$ cat src/design/tlnv_pkg.sv
// Shared types and constants for the text line-number and visible-character filter.
// No dependencies; used by the top level, front end and back end by scoped names.
`timescale 1ns / 1ps
`default_nettype none

package tlnv_pkg;

	// configuration register indexes
	localparam int CFG_IDX_W = 3;
	localparam logic [CFG_IDX_W-1:0] CFG_NUMBER_ALL      = 3'd0;
	localparam logic [CFG_IDX_W-1:0] CFG_NUMBER_NONBLANK = 3'd1;
	localparam logic [CFG_IDX_W-1:0] CFG_SQUEEZE_BLANK   = 3'd2;
	localparam logic [CFG_IDX_W-1:0] CFG_SHOW_ENDS       = 3'd3;
	localparam logic [CFG_IDX_W-1:0] CFG_SHOW_TABS       = 3'd4;
	localparam logic [CFG_IDX_W-1:0] CFG_SHOW_NONPRINT   = 3'd5;

	// characters
	localparam logic [7:0] CH_TAB    = 8'h09;
	localparam logic [7:0] CH_LF     = 8'h0A;
	localparam logic [7:0] CH_SPACE  = 8'h20;
	localparam logic [7:0] CH_ZERO   = 8'h30;
	localparam logic [7:0] CH_DOLLAR = 8'h24;
	localparam logic [7:0] CH_CARET  = 8'h5E;
	localparam logic [7:0] CH_I      = 8'h49;
	localparam logic [7:0] CH_QMARK  = 8'h3F;
	localparam logic [7:0] CH_M      = 8'h4D;
	localparam logic [7:0] CH_DASH   = 8'h2D;
	localparam logic [7:0] CH_CTRL_END = 8'd32;
	localparam logic [7:0] CH_DEL      = 8'd127;
	localparam logic [7:0] CH_HIGH_END = 8'd160;
	localparam logic [7:0] CARET_OFS   = 8'd64;

	typedef struct packed {
		logic number_all;
		logic number_nonblank;
		logic squeeze_blank;
		logic show_ends;
		logic show_tabs;
		logic show_nonprinting;
	} cfg_t;

	// shape of the rendered byte itself
	typedef enum logic [1:0] {
		BODY_RAW,    // ch
		BODY_CARET,  // '^' ch
		BODY_DOLLAR, // '$' LF
		BODY_META    // 'M' '-' '^' ch
	} body_kind_t;

	typedef struct packed {
		logic       num;
		body_kind_t kind;
		logic [7:0] ch;
	} desc_t;

endpackage

`default_nettype wire

$ cat src/design/text_line_number_visible_filter.sv
// Text line-number and visible-character filter, top level.
//
// Input channel: in_valid / in_stall with in_byte and new_file, one text byte per item.
// Output channel: out_valid / out_stall with out_byte and last_of_run, one rendered byte
// per item; last_of_run marks the final byte caused by an input item.
// Configuration: cfg_valid / cfg_ready with cfg_index and cfg_data (bit 0); cfg_ready is
// always high. Write only while the block is idle.
// Each input item yields 0 to NUMBER_DIGITS+5 output bytes (11 with six digits): the line
// number and a tab, then one, two or four bytes for the character itself. A squeezed blank
// line yields nothing.
// The front end takes one item per cycle while the item queue (QUEUE_DEPTH entries) has
// room; the back end sends one output byte per cycle while out_stall is low, so sustained
// throughput is one item per cycle only for single-byte items; an item of N bytes holds
// the back end for N output bytes. An accepted item is written into the queue and its
// first byte then into the output register. When the receiver stalls the output register
// holds its byte; the queue fills and then in_stall rises. Reset clears the configuration,
// empties the queue, sets the line counter to 1 and starts at the beginning of a line.
`timescale 1ns / 1ps
`default_nettype none

module text_line_number_visible_filter #(
	parameter int NUMBER_DIGITS = 6,
	parameter int QUEUE_DEPTH   = 4
) (
	input  wire logic                           clk,
	input  wire logic                           arst_n,
	input  wire logic                           in_valid,
	output logic                                in_stall,
	input  wire logic [7:0]                     in_byte,
	input  wire logic                           new_file,
	output logic                                out_valid,
	input  wire logic                           out_stall,
	output logic [7:0]                          out_byte,
	output logic                                last_of_run,
	input  wire logic                           cfg_valid,
	output logic                                cfg_ready,
	input  wire logic [tlnv_pkg::CFG_IDX_W-1:0] cfg_index,
	input  wire logic                           cfg_data
);

	localparam int DW = $bits(tlnv_pkg::desc_t);
	localparam int QW = DW + 8 * NUMBER_DIGITS;

	logic                       push_valid;
	logic                       push_ready;
	tlnv_pkg::desc_t            push_desc;
	logic [8*NUMBER_DIGITS-1:0] push_digits;
	logic                       pop;
	logic                       head_valid;
	logic [QW-1:0]              head_data;
	tlnv_pkg::desc_t            head_desc;

	assign head_desc = tlnv_pkg::desc_t'(head_data[QW-1 -: DW]);

	tlnv_front #(.NUMBER_DIGITS(NUMBER_DIGITS)) u_front (
		.clk        (clk),
		.arst_n     (arst_n),
		.in_valid   (in_valid),
		.in_stall   (in_stall),
		.in_byte    (in_byte),
		.new_file   (new_file),
		.cfg_valid  (cfg_valid),
		.cfg_ready  (cfg_ready),
		.cfg_index  (cfg_index),
		.cfg_data   (cfg_data),
		.push_valid (push_valid),
		.push_ready (push_ready),
		.push_desc  (push_desc),
		.push_digits(push_digits)
	);

	tlnv_queue #(.W(QW), .DEPTH(QUEUE_DEPTH)) u_queue (
		.clk       (clk),
		.arst_n    (arst_n),
		.push      (push_valid && push_ready),
		.push_ready(push_ready),
		.push_data ({push_desc, push_digits}),
		.pop       (pop),
		.head_valid(head_valid),
		.head_data (head_data)
	);

	tlnv_back #(.NUMBER_DIGITS(NUMBER_DIGITS)) u_back (
		.clk        (clk),
		.arst_n     (arst_n),
		.head_valid (head_valid),
		.head_desc  (head_desc),
		.head_digits(head_data[8*NUMBER_DIGITS-1:0]),
		.pop        (pop),
		.out_valid  (out_valid),
		.out_stall  (out_stall),
		.out_byte   (out_byte),
		.last_of_run(last_of_run)
	);

endmodule

`default_nettype wire

$ cat src/design/tlnv_front.sv
// Front end: configuration registers, line state, squeeze decision and item classification.
// Depends on tlnv_pkg.
`timescale 1ns / 1ps
`default_nettype none

module tlnv_front #(
	parameter int NUMBER_DIGITS = 6
) (
	input  wire logic                               clk,
	input  wire logic                               arst_n,
	input  wire logic                               in_valid,
	output logic                                    in_stall,
	input  wire logic [7:0]                         in_byte,
	input  wire logic                               new_file,
	input  wire logic                               cfg_valid,
	output logic                                    cfg_ready,
	input  wire logic [tlnv_pkg::CFG_IDX_W-1:0]     cfg_index,
	input  wire logic                               cfg_data,
	output logic                                    push_valid,
	input  wire logic                               push_ready,
	output tlnv_pkg::desc_t                         push_desc,
	output logic [8*NUMBER_DIGITS-1:0]              push_digits
);

	localparam int BW = 4 * NUMBER_DIGITS;

	tlnv_pkg::cfg_t cfg_q;
	logic           prev_nl_q;
	logic [1:0]     blank_q;
	logic [BW-1:0]  line_q;

	logic          accept;
	logic          nl;
	logic          drop;
	logic [1:0]    cnt_base;
	logic [1:0]    cnt_next;
	logic [BW-1:0] line_inc;
	logic [NUMBER_DIGITS:0] carry;
	logic [NUMBER_DIGITS:0] blank;

	assign cfg_ready = 1'b1;
	assign in_stall  = !push_ready;
	assign accept    = in_valid && push_ready;

	always_comb begin
		nl       = (in_byte == tlnv_pkg::CH_LF);
		cnt_base = new_file ? 2'd0 : blank_q;
		drop     = 1'b0;
		cnt_next = 2'd0;
		if (cfg_q.squeeze_blank && nl && prev_nl_q) begin
			cnt_next = (cnt_base == 2'd3) ? 2'd3 : cnt_base + 2'd1;
			drop     = (cnt_next > 2'd1);
		end

		push_valid     = in_valid && !drop;
		push_desc.num  = prev_nl_q && !drop &&
			(cfg_q.number_nonblank ? !nl : cfg_q.number_all);

		push_desc.kind = tlnv_pkg::BODY_RAW;
		push_desc.ch   = in_byte;
		if (in_byte == tlnv_pkg::CH_TAB && cfg_q.show_tabs) begin
			push_desc.kind = tlnv_pkg::BODY_CARET;
			push_desc.ch   = tlnv_pkg::CH_I;
		end else if (nl && cfg_q.show_ends) begin
			push_desc.kind = tlnv_pkg::BODY_DOLLAR;
		end else if (cfg_q.show_nonprinting && in_byte < tlnv_pkg::CH_CTRL_END && !nl &&
				in_byte != tlnv_pkg::CH_TAB) begin
			push_desc.kind = tlnv_pkg::BODY_CARET;
			push_desc.ch   = in_byte + tlnv_pkg::CARET_OFS;
		end else if (cfg_q.show_nonprinting && in_byte == tlnv_pkg::CH_DEL) begin
			push_desc.kind = tlnv_pkg::BODY_CARET;
			push_desc.ch   = tlnv_pkg::CH_QMARK;
		end else if (cfg_q.show_nonprinting && in_byte > tlnv_pkg::CH_DEL &&
				in_byte < tlnv_pkg::CH_HIGH_END) begin
			push_desc.kind = tlnv_pkg::BODY_META;
			push_desc.ch   = in_byte - tlnv_pkg::CARET_OFS;
		end
	end

	// BCD increment: a digit steps when every digit below it is 9; all nines holds
	always_comb begin
		carry[0] = 1'b1;
		for (int i = 0; i < NUMBER_DIGITS; i++) begin
			carry[i+1] = carry[i] && (line_q[4*i +: 4] == 4'd9);
		end
		line_inc = line_q;
		if (!carry[NUMBER_DIGITS]) begin
			for (int i = 0; i < NUMBER_DIGITS; i++) begin
				if (carry[i]) begin
					line_inc[4*i +: 4] = (line_q[4*i +: 4] == 4'd9) ? 4'd0
						: line_q[4*i +: 4] + 4'd1;
				end
			end
		end
	end

	// leading zeros print as spaces, units digit always printed
	always_comb begin
		blank[NUMBER_DIGITS] = 1'b1;
		for (int i = NUMBER_DIGITS - 1; i >= 0; i--) begin
			blank[i] = blank[i+1] && (line_q[4*i +: 4] == 4'd0) && (i != 0);
			push_digits[8*i +: 8] = blank[i] ? tlnv_pkg::CH_SPACE
				: tlnv_pkg::CH_ZERO + {4'd0, line_q[4*i +: 4]};
		end
	end

	always_ff @(posedge clk or negedge arst_n) begin
		if (!arst_n) begin
			cfg_q     <= '0;
			prev_nl_q <= 1'b1;
			blank_q   <= 2'd0;
			line_q    <= BW'(1);
		end else begin
			if (cfg_valid) begin
				case (cfg_index)
					tlnv_pkg::CFG_NUMBER_ALL:      cfg_q.number_all       <= cfg_data;
					tlnv_pkg::CFG_NUMBER_NONBLANK: cfg_q.number_nonblank  <= cfg_data;
					tlnv_pkg::CFG_SQUEEZE_BLANK:   cfg_q.squeeze_blank    <= cfg_data;
					tlnv_pkg::CFG_SHOW_ENDS:       cfg_q.show_ends        <= cfg_data;
					tlnv_pkg::CFG_SHOW_TABS:       cfg_q.show_tabs        <= cfg_data;
					tlnv_pkg::CFG_SHOW_NONPRINT:   cfg_q.show_nonprinting <= cfg_data;
					default: ;
				endcase
			end
			if (accept) begin
				blank_q <= cnt_next;
				if (!drop) prev_nl_q <= nl;
				if (push_desc.num) line_q <= line_inc;
			end
		end
	end

endmodule

`default_nettype wire

$ cat src/design/tlnv_queue.sv
// Short register queue between front and back ends; one entry per item that produces output.
// No package dependencies.
`timescale 1ns / 1ps
`default_nettype none

module tlnv_queue #(
	parameter int W     = 8,
	parameter int DEPTH = 4
) (
	input  wire logic         clk,
	input  wire logic         arst_n,
	input  wire logic         push,
	output logic              push_ready,
	input  wire logic [W-1:0] push_data,
	input  wire logic         pop,
	output logic              head_valid,
	output logic [W-1:0]      head_data
);

	localparam int AW = (DEPTH > 1) ? $clog2(DEPTH) : 1;
	localparam int CW = $clog2(DEPTH + 1);

	logic [W-1:0]  mem_q [DEPTH];
	logic [AW-1:0] wr_q;
	logic [AW-1:0] rd_q;
	logic [CW-1:0] count_q;

	assign push_ready = (count_q != CW'(DEPTH));
	assign head_valid = (count_q != '0);
	assign head_data  = mem_q[rd_q];

	always_ff @(posedge clk) begin
		if (push) mem_q[wr_q] <= push_data;
	end

	always_ff @(posedge clk or negedge arst_n) begin
		if (!arst_n) begin
			wr_q    <= '0;
			rd_q    <= '0;
			count_q <= '0;
		end else begin
			if (push) wr_q <= (wr_q == AW'(DEPTH - 1)) ? '0 : wr_q + AW'(1);
			if (pop)  rd_q <= (rd_q == AW'(DEPTH - 1)) ? '0 : rd_q + AW'(1);
			if (push && !pop) count_q <= count_q + CW'(1);
			else if (pop && !push) count_q <= count_q - CW'(1);
		end
	end

endmodule

`default_nettype wire

$ cat src/design/tlnv_back.sv
// Back end: walks the queued item byte by byte (number prefix, tab, rendered byte)
// into the output register. Depends on tlnv_pkg.
`timescale 1ns / 1ps
`default_nettype none

module tlnv_back #(
	parameter int NUMBER_DIGITS = 6
) (
	input  wire logic                      clk,
	input  wire logic                      arst_n,
	input  wire logic                      head_valid,
	input  wire tlnv_pkg::desc_t           head_desc,
	input  wire logic [8*NUMBER_DIGITS-1:0] head_digits,
	output logic                           pop,
	output logic                           out_valid,
	input  wire logic                      out_stall,
	output logic [7:0]                     out_byte,
	output logic                           last_of_run
);

	localparam int PW = $clog2(NUMBER_DIGITS + 5);

	logic [PW-1:0] pos_q;
	logic          out_valid_q;
	logic [7:0]    out_byte_q;
	logic          last_q;

	logic          load;
	logic          last;
	logic [PW-1:0] prefix;
	logic [PW-1:0] body_len;
	logic [PW-1:0] bdiff;
	logic [1:0]    bpos;
	logic [7:0]    dbyte;
	logic [7:0]    body_byte;
	logic [7:0]    sel_byte;

	assign out_valid   = out_valid_q;
	assign out_byte    = out_byte_q;
	assign last_of_run = last_q;

	assign load = !out_valid_q || !out_stall;

	always_comb begin
		prefix = head_desc.num ? PW'(NUMBER_DIGITS + 1) : '0;
		case (head_desc.kind)
			tlnv_pkg::BODY_RAW:  body_len = PW'(1);
			tlnv_pkg::BODY_META: body_len = PW'(4);
			default:             body_len = PW'(2);
		endcase
		bdiff = pos_q - prefix;
		bpos  = bdiff[1:0];
		last  = (pos_q == prefix + body_len - PW'(1));
		pop   = head_valid && load && last;

		// most significant digit goes first
		dbyte = tlnv_pkg::CH_SPACE;
		for (int i = 0; i < NUMBER_DIGITS; i++) begin
			if (pos_q == PW'(NUMBER_DIGITS - 1 - i)) dbyte = head_digits[8*i +: 8];
		end

		case (head_desc.kind)
			tlnv_pkg::BODY_CARET:
				body_byte = (bpos == 2'd0) ? tlnv_pkg::CH_CARET : head_desc.ch;
			tlnv_pkg::BODY_DOLLAR:
				body_byte = (bpos == 2'd0) ? tlnv_pkg::CH_DOLLAR : tlnv_pkg::CH_LF;
			tlnv_pkg::BODY_META: begin
				case (bpos)
					2'd0:    body_byte = tlnv_pkg::CH_M;
					2'd1:    body_byte = tlnv_pkg::CH_DASH;
					2'd2:    body_byte = tlnv_pkg::CH_CARET;
					default: body_byte = head_desc.ch;
				endcase
			end
			default: body_byte = head_desc.ch;
		endcase

		if (head_desc.num && pos_q < PW'(NUMBER_DIGITS)) sel_byte = dbyte;
		else if (head_desc.num && pos_q == PW'(NUMBER_DIGITS)) sel_byte = tlnv_pkg::CH_TAB;
		else sel_byte = body_byte;
	end

	always_ff @(posedge clk or negedge arst_n) begin
		if (!arst_n) begin
			pos_q       <= '0;
			out_valid_q <= 1'b0;
		end else if (load) begin
			out_valid_q <= head_valid;
			if (head_valid) pos_q <= last ? '0 : pos_q + PW'(1);
		end
	end

	always_ff @(posedge clk) begin
		if (load && head_valid) begin
			out_byte_q <= sel_byte;
			last_q     <= last;
		end
	end

	// part-way through an item the queue head must still be there
	a_mid_item_head: assert property (@(posedge clk) disable iff (!arst_n)
		pos_q != '0 |-> head_valid)
		else $error("byte position set with empty queue");

	a_pos_in_range: assert property (@(posedge clk) disable iff (!arst_n)
		head_valid |-> pos_q < prefix + body_len)
		else $error("byte position past end of item");

	a_pop_rewinds: assert property (@(posedge clk) disable iff (!arst_n)
		pop |=> pos_q == '0)
		else $error("position not rewound after last byte");

	a_last_flag: assert property (@(posedge clk) disable iff (!arst_n)
		pop |=> out_valid_q && last_q)
		else $error("final byte of item not flagged");

endmodule

`default_nettype wire

$ cat config.mk
export PLATFORM = sky130hd
export DESIGN_NAME = text_line_number_visible_filter
export DESIGN_NICKNAME = d
export VERILOG_FILES = /design/src/design/tlnv_pkg.sv /design/src/design/text_line_number_visible_filter.sv /design/src/design/tlnv_front.sv /design/src/design/tlnv_queue.sv /design/src/design/tlnv_back.sv
export SDC_FILE = /design/constraint.sdc
export NUM_CORES = 1
export LEC_CHECK = 0
export BUFFER_PORTS_ARGS = -buffer_cell sky130_fd_sc_hd__buf_2
export CAP_MARGIN = 20
export CORE_MARGIN = 5
export CORE_UTILIZATION = 40
export DETAILED_ROUTE_END_ITERATION = 8
export SYNTH_ARGS = -nofsm -noshare
export SYNTH_HDL_FRONTEND = slang
export SYNTH_SLANG_ARGS = --single-unit
$ cat constraint.sdc
create_clock -name clk -period 7.45 [get_ports clk]
set_input_delay 0 -clock clk [delete_from_list [all_inputs] [get_ports clk]]
set_output_delay 0 -clock clk [all_outputs]
set_load 0.02 [all_outputs]
==> impl_metrics.toml, run 1 <==
[worst_setup_path]
cp.required_ps = 7830
slowest_stage = "mux4_2"
cp_slowest_stage_delay_ps = 620
cp_num_buf_inv = 5
path_delay_family = "adder cells"
start_kind = "register"
worstReg2RegEnd = "u_queue.count_q[1]"
crit_chain = "mux4_2 > inv_1 > ha_1 > inv_1 > ha_1 > inv_1 > ha_1 > inv_1 > fa_1 > xnor3_1 > nor4_2 > nand2_1 > ha_1 > inv_1 > fa_1 > mux2_2"
rrSetupSlack_ps = 2630
cp.arrival_ps = 5200
reg2reg_from = "u_queue.rd_q[0]"
worstSetupPathDepth = 16
crit_top_cell = "inv_1"
end_kind = "register"
worst_r2r_path_depth = 16
crit_path_end = "u_queue.count_q[1]"
critPathKind = "register to register"
crit_start = "u_queue.rd_q[0]"
critPathMaxFanout = 12

[placed_design]
gp_congestion = 0.821
dp_slack_ps = 2570
io_buffers = 28
hpwl_um = 13300

[route]
routedWlPerCell_um = 19.6
drt_wl_total_um = 20200
drt_iter0_markers = 397
ant_nets = 0
drtPass1Iterations = 5
via_per_inst = 5.40
remaining_drc_errors = 0
dr_total_vias = 5584

[grt]
grt.busiest_layer = "met2"
use_met2_pct = 25.2
antenna_found_initial = 0
grt-ovfl-total = 0
gr-usage-all-layers_pct = 14.5
grt_pass1_wl_um = 32100
grt_max_degree = 46
grt_pass1_vias = 5851
grtUsageMet1_pct = 19.1
grtUsageMet3_pct = 2.32

[synth]
synth.distinct_cells = 83
synth_nets = 707
ys_top_cells_by_area = "edfxtp_1 52%, dfrtp_1 11%, mux4_2 8.0%"
synth_edf_count = 169
avgSynthCellArea_um2 = 14.8
synth_flop_cell = "edfxtp_1"
yosysTopAreaCell = "edfxtp_1"
ys_ff_latch = 214
seq_area_frac_synth_pct = 63.1
synth_top_area_share_pct = 51.6
synth-async-reset-ratio_pct = 21.0
yosys_warnings = 0
syn_inst = 663
syn-cell-area_um2 = 9830

[sta]
setup-violations-final = 0
period_share_pct = 64.8
relSlewSlack_pct = 45.1
worst_slack_ps = 2630
rsz0062_at_grt = "false"
hold_violations = 0
max_freq_ghz = 0.207
maxSlewViolCount = 0
tns_ps = 0
worst_slew_pin_slew_ps = 813
period_needed_ps = 4830
skew_ps = 12.5

[final_layout]
syn2layout_area_growth_pct = 14.3
fill_cells = 2115
num-nets-final = 738
final_common_cell = "edfxtp_1"
n_antenna_cell = 0
layout_common_cells = "169 x edfxtp_1, 41 x dfrtp_1, 40 x nand2_1, 35 x mux4_2, 28 x buf_2"
drive_gt1_share_pct = 20.4
multi_input_area_um2 = 3320
seq_area_um2 = 6210

[pwr]
leakagePower_nw = 3.96
power_density_nw_per_um2 = 378
peakVddDrop_mv = 0.172

[floorplanning]
start_util_pct = 40.5
ioPinCount = 30
core_um2 = 24200
die_x_um = 167
num_rows = 57
dieArea_um2 = 27800
die_h_um = 167

[job]
maxCapViolations = 0

[clock_tree]
cts_inserted_buffers = 23
cts.clk_slew.worst_paths_ps = 60
clockBufferDepth = 3
cts_root_buf = "clkbuf_16"
clock-sinks = 214
cts_tree = "built"
h-tree-depth = 1
clk_latency_ps = 500
post_cts_buffers = 0

[hold_path]
min_path_type = "input port to register"

[outcome]
outcome = "complete, no violations"
cells in the mapped netlist (all sizes together) (3+ instances only):
cell / n
nand3b: 4
o211ai: 5
or3b: 5
a22o: 4
ha: 23
nor4: 6
nor2b: 13
o21a: 4
and3b: 3
o21ai: 19
xnor2: 14
a22oi: 3
mux2i: 9
o2111ai: 3
nand4: 7
dfrtp: 43
and3: 5
nand2b: 10
mux2: 19
or3: 3
a21oi: 14
o22ai: 3
o41ai: 3
xor2: 7
nand3: 16
a31o: 3
mux4: 35
a21o: 4
clkbuf: 36
edfxtp: 169
nand4b: 5
nor2: 22
a31oi: 4
buf: 13
fa: 3
and2: 4
inv: 24
nor3b: 7
nand2: 40
nor3: 11
where the power goes:
group	switching [W]	internal, W	total (W)
Combinational	0.000834	0.000617	0.00145
Sequential	0.000113	0.00156	0.00167
Clock	0.000433	0.000686	0.00112
what timing repair did:
action / 4_1_cts / 5_1_grt
gates resized for setup: 0 / 0
hold buffers: 19 / 1
endpoints found under the hold margin: 77 / 9
endpoints found under the setup margin: 0 / 0
worst min-delay path by stage:
stage | from | endpoint | slack [ps] | depth (start not counted)
after floorplan | arst_n | u_back.out_valid | -300 | 0
after global placement | out_stall | u_back.out_valid | 230 | 3
final | in_byte[6] | u_queue.mem_q[2][53] | 100 | 3
after CTS | in_byte[6] | u_queue.mem_q[0][53] | 60 | 3
after detailed placement | out_stall | u_back.out_valid | 230 | 3
after global routing | in_byte[6] | u_queue.mem_q[2][53] | 90 | 3
per-stage QoR:
stage	std cells	utilization (%)	hold slack [ps]	instance area (µm²)	total power (W)
finish	1034	46.3	100	11200	0.00424
global route	1034	46.3	90.0	11200	0.00449
CTS	1032	46.2	62.2	11200	0.00429
detailed placement	972	42.3	227	10300	0.00315
global placement	968	42.0	225	10200	0.00309
floorplan	663	-	-296	9830	0.00274
area by class of cell:
cell class / instances / share of cell area, %
Clock inverter: 6 / 0.713
Timing Repair Buffer: 56 / 4.12
Tap cell: 324 / 3.61
Sequential cell: 214 / 55.2
Multi-Input combinational cell: 375 / 29.5
Clock buffer: 35 / 5.97
Inverter: 24 / 0.802
logic make-up after synthesis:
family	after synthesis	share of synthesized area (%)
AOI/OAI and AO/OA	90	6.62
xor gates and xnor gates	22	2.29
adders and majority gates	27	3.64
buffers and inverters	74	3.14
DFF	214	63.1
muxes	63	11.1
other	1	0.0382
and+or+nand+nor	172	10.0
per-layer routing:
metal / wire length (µm) / share of wire [%] / vias up
li1: - / - / 2587
met1: 8810 / 44 / 2869
met2: 10300 / 51 / 98
met3: 751 / 3.7 / 30
met4: 366 / 1.8 / 0
met5: 0 / 0 / -
sequential cells by signal, summed over array words and instances, names as in the netlist:
| signal | count |
|---|---|
| u_queue.mem_q | 160 |
| u_front.line_q | 24 |
| u_back.out_byte | 8 |
| u_front.cfg_q | 6 |
| u_back.pos_q | 4 |
| u_queue.count_q | 3 |
| u_front.blank_q | 2 |
| u_queue.rd_q | 2 |
| u_queue.wr_q | 2 |
| u_back.last_of_run | 1 |
| u_back.out_valid | 1 |
| u_front.prev_nl_q | 1 |
worst register-to-register path, cell delays in order, from the launching register on:
cell and delay [ps]:
dfrtp_2 560, mux4_2 620, inv_1 110, ha_1 380
inv_1 150, ha_1 210, inv_1 50, ha_1 130
inv_1 50, fa_1 390, xnor3_1 350, nor4_2 440
nand2_1 240, ha_1 290, inv_1 80, fa_1 400
mux2_2 270
Power figures use the tool's default switching activity.
==> run 2: changes to the inputs <==
Clock period 7.45 ns to 4.6 ns, I/O delays scaled along.
==> run 2 against run 1 <==
Against the previous run: total power up 64%; wire length down 0.46%; via count up 1.3%; non-clock buffer count down 1; clock power up 66%; global-route usage about the same; flip-flop and latch count unchanged; die area unchanged; critical endpoint unchanged.
==> impl_metrics.toml, run 2 (synthesis gave the netlist of run 1 again) <==
[pwr]
p_sw_share_pct = 32.4
leakagePower_nw = 3.96
pwr-share-comb_pct = 34.5
power_density_nw_per_um2 = 620
power_switching_w = 0.00225
peakVddDrop_mv = 0.381
p_int_w = 0.00470
power.total_w = 0.00695
p_clk_share_pct = 26.7
p_seq_share_pct = 38.8

[hold_path]
min_path_type = "input port to register"

[placed_design]
io_buffers = 28
hpwl_um = 13400
post_dp_cell_area_um2 = 10300
dp_slack_ps = 285
place_inst = 975
gp_congestion = 0.846

[clock_tree]
cts_tree = "built"
hold_buffers = 17
cts.clk_slew.worst_paths_ps = 60
post_cts_buffers = 0
cts_inserted_buffers = 23
cts_root_buf = "clkbuf_16"
h-tree-depth = 1
clock-sinks = 214
cts_resized = 0
clockBufferDepth = 3
clk_latency_ps = 500

[grt]
antenna_found_initial = 0
grt_pass1_vias = 5902
grt-ovfl-total = 0
grt_pass1_wl_um = 32600
gr-usage-all-layers_pct = 14.5
grt_max_degree = 46

[sta]
period_needed_ps = 4300
maxSlewViolCount = 0
relSlewSlack_pct = 43.4
rsz0062_at_grt = "false"
hold_violations = 0
period_share_pct = 93.6
tns_ps = 0
worst_slack_ps = 296
max_freq_ghz = 0.232
worst_slew_pin_slew_ps = 837
skew_ps = 6.49
setup-violations-final = 0

[route]
drt_wl_total_um = 20100
routedWlPerCell_um = 19.5
ant_nets = 0
dr_total_vias = 5657
via_per_inst = 5.48
drtPass1Iterations = 4
drt_iter0_markers = 388
remaining_drc_errors = 0

[final_layout]
syn2layout_area_growth_pct = 14.2
n_antenna_cell = 0
design_area_um2 = 11200
top_register = "u_queue.mem_q"
layout_common_cells = "169 x edfxtp_1, 41 x dfrtp_1, 40 x nand2_1, 35 x mux4_2, 28 x buf_2"
drive_gt1_share_pct = 20.8
num-nets-final = 737
largest_reg_flops = 160
final_common_cell = "edfxtp_1"
fin_cells = 1032

[worst_setup_path]
slowest_stage = "dfrtp_2"
crit_chain = "mux4_2 > inv_1 > fa_1 > ha_1 > inv_1 > fa_1 > xnor3_1 > nor4_4 > nand2_1 > ha_1 > inv_1 > fa_1 > mux2_2"
cp.required_ps = 4980
end_kind = "register"
cp.arrival_ps = 4680
critPathKind = "register to register"
critPathMaxFanout = 13
start_kind = "register"
cp_slowest_stage_delay_ps = 570

[floorplanning]
num_rows = 57
die_h_um = 167
die_x_um = 167
core_um2 = 24200
start_util_pct = 40.5
dieArea_um2 = 27800
ioPinCount = 30

[outcome]
outcome = "complete, no violations"

[job]
maxCapViolations = 0
-- run 2: final timing paths --
path                                    start                    to  slack [ps]  cells after the start
max in group asynchronous              arst_n       u_queue.rd_q[0]        3950                      3
min in group asynchronous              arst_n     u_front.line_q[6]         160                      3
setup / recovery              u_queue.rd_q[1]    u_queue.count_q[1]         300                     13
setup reg to reg              u_queue.rd_q[1]    u_queue.count_q[1]         300                     13
hold reg to reg            u_queue.count_q[2]    u_queue.count_q[2]         500                      1
hold / removal                     in_byte[7]  u_queue.mem_q[2][54]          90                      3
-- run 2: power by group through the flow --
stage | logic [W] | clock network [W] | registers [W]
2_1_floorplan | 0.00177 | 0 | 0.00272
3_3_place_gp | 0.00232 | 0 | 0.00273
3_5_place_dp | 0.00239 | 0 | 0.00274
4_1_cts | 0.00242 | 0.00189 | 0.00270
5_1_grt | 0.00264 | 0.00199 | 0.00274
6_report | 0.00239 | 0.00186 | 0.00270
-- run 2: metrics by stage --
stage	hold slack [ps]	util [%]
global placement	155	42.2
detailed placement	173	42.4
CTS	66.0	46.3
finish	89.3	46.3
floorplan	-296	-
global route	86.1	46.3
-- run 2: layer usage --
metal  up-vias  track usage, %  wire (µm)
li1       2587               -          -
met1      2903            19.7       8650
met2       130            24.5      10100
met3        37            1.80        823
met4         0            4.62        512
met5         -               0          0
-- run 2: cell type report --
type | count | area, µm²
fillers | 2122 | 13000
clock inverters | 7 | 106
well taps | 324 | 405
inverters | 24 | 90.1
multi-input cells | 375 | 3330
repair buffers | 55 | 423
flip-flops and latches | 214 | 6210
clock buffers | 33 | 663
-- run 2: critical path: cells and delay by family (launching register included) --
kind	cells	cell delay, ps
xor gates and xnor gates	1	380
adders and majority gates	5	1760
buffers and inverters	3	280
DFF	1	570
muxes	2	680
and+or+nand+nor	2	500
==> run 3: changes to the inputs <==
Settings changed: CORE_UTILIZATION 40 to 44.
==> run 3 against run 2 <==
Against the previous run: design area shrank 1.4%; die area down 8.6%; utilization increased by 4.3 points; via count shrank 0.30%; critical path depth grew 3; cell count down 4.1%; register-to-register slack gained 30 ps; global-route usage is 1.4 points higher; non-clock buffer count up 1; worst hold slack gained 35 ps; clock skew up 9.5 ps; maximum frequency increased by 0.81%; critical path type unchanged; highest routed layer unchanged.
==> impl_metrics.toml, run 3 (synthesis gave the netlist of run 1 again) <==
[floorplanning]
ioPinCount = 30
dieArea_um2 = 25400
core_um2 = 21900
num_rows = 54
die_x_um = 159
die_h_um = 159
start_util_pct = 44.9

[final_layout]
largest_reg_flops = 160
drive_gt1_share_pct = 20.4
final_common_cell = "edfxtp_1"
num-nets-final = 738
syn2layout_area_growth_pct = 12.6
n_antenna_cell = 0
top_register = "u_queue.mem_q"
design_area_um2 = 11100
final_util_pct = 50.6
layout_common_cells = "169 x edfxtp_1, 41 x dfrtp_1, 40 x nand2_1, 35 x mux4_2, 28 x buf_2"

[clock_tree]
h-tree-depth = 1
cts_tree = "built"
cts_resized = 0
clockBufferDepth = 3
cts.clk_slew.worst_paths_ps = 60
clk_latency_ps = 500
cts_root_buf = "clkbuf_16"
cts_inserted_buffers = 23
clock-sinks = 214

[worst_setup_path]
worst_r2r_path_depth = 16
start_kind = "register"
end_kind = "register"
rrSetupSlack_ps = 330
crit_start = "u_queue.rd_q[0]"
cp_slowest_stage_delay_ps = 590
critPathMaxFanout = 6
cp.required_ps = 4970
crit_path_end = "u_queue.count_q[1]"
crit_chain = "mux4_2 > inv_1 > ha_1 > inv_1 > ha_1 > inv_1 > ha_1 > inv_1 > fa_1 > xnor3_1 > nor4_4 > nand2_1 > ha_1 > inv_1 > fa_1 > mux2_2"
crit_top_cell = "inv_1"
critPathKind = "register to register"
worstReg2RegEnd = "u_queue.count_q[1]"
cp.arrival_ps = 4640
slowest_stage = "mux4_2"
reg2reg_from = "u_queue.rd_q[0]"

[grt]
grt_pass1_vias = 5727
grt_pass1_wl_um = 32500
antenna_found_initial = 0
grt_max_degree = 46
grt-ovfl-total = 0
gr-usage-all-layers_pct = 16.0

[sta]
setup-violations-final = 0
period_share_pct = 92.8
period_needed_ps = 4270
maxSlewViolCount = 0
tns_ps = 0
max_freq_ghz = 0.234
rsz0062_at_grt = "false"
hold_violations = 0
worst_slew_pin_slew_ps = 942
skew_ps = 16.0
relSlewSlack_pct = 37.2

[hold_path]
min_from = "in_byte[6]"
min_path_type = "input port to register"

[route]
remaining_drc_errors = 0
ant_nets = 0
drtPass1Iterations = 6
drt_iter0_markers = 457
drt_wl_total_um = 20200
dr_total_vias = 5640
via_per_inst = 5.70
routedWlPerCell_um = 20.5

[pwr]
power_density_nw_per_um2 = 617
peakVddDrop_mv = 0.256
leakagePower_nw = 3.93

[job]
maxCapViolations = 0

[outcome]
outcome = "complete, no violations"

[placed_design]
post_dp_cell_area_um2 = 10200
hpwl_um = 13300
gp_congestion = 0.803
io_buffers = 28
-- run 3: cell count changes in the layout (fill, tap and decap cells not counted), sizes merged --
cell,change
clkinv,+4
clkbuf,-2
buf,+1
bufinv,-1
-- run 3: area by class of cell --
type	instances	area, µm²
clock inverter	10	95.1
timing repair buffer	56	393
multi-input combinational	375	3330
inverter	24	90.1
fill	1873	10800
sequential	214	6210
clock buffer	31	606
tap	280	350
-- run 3: report_power, final --
part           switching, W  internal (W)  leakage, nW
clock              0.000688       0.00103        0.343
sequential         0.000178       0.00253         2.08
combinational       0.00140       0.00100         1.50
total               0.00226       0.00456         3.93
-- run 3: worst min path at each step --
stage	endpoint	slack [ps]	cells after the start
CTS	u_queue.mem_q[2][53]	100	3
detailed placement	u_front.line_q[5]	160	2
global route	u_queue.mem_q[2][53]	130	3
floorplan	u_back.out_valid	-300	0
global placement	u_front.line_q[6]	140	2
finish	u_queue.mem_q[2][53]	120	3
-- run 3: through the flow --
stage          std cells  total power, W  hold slack (ps)  setup WS (ps)
2_1_floorplan        663         0.00449             -296           56.7
3_3_place_gp         931         0.00506              144            395
3_5_place_dp         931         0.00515              156            213
4_1_cts              989         0.00690              100            177
5_1_grt              990         0.00722              128           53.9
6_report             990         0.00682              124            331
-- run 3: critical path, delay by kind of cell, from the launching register on --
family	cells	cell delay (ps)
buffers and inverters	5	390
DFF	1	430
and+or+nand+nor	2	510
muxes	2	860
adders and majority gates	6	1560
xor gates and xnor gates	1	390
-- run 3: metal layers --
| metal | wire (µm) | up-vias | global-route usage, % |
|---|---|---|---|
| met3 | 945 | 35 | 2.30 |
| li1 | - | 2589 | - |
| met5 | 0 | - | 0 |
| met1 | 9250 | 2874 | 23.0 |
| met2 | 9580 | 142 | 25.6 |
| met4 | 475 | 0 | 4.23 |
-- run 3: repair_timing --
action / 4_1_cts / 5_1_grt
endpoints found under the hold margin: 77 / 0
setup buffers: 0 / 1
endpoints found under the setup margin: 0 / 1
hold buffers: 17 / 0
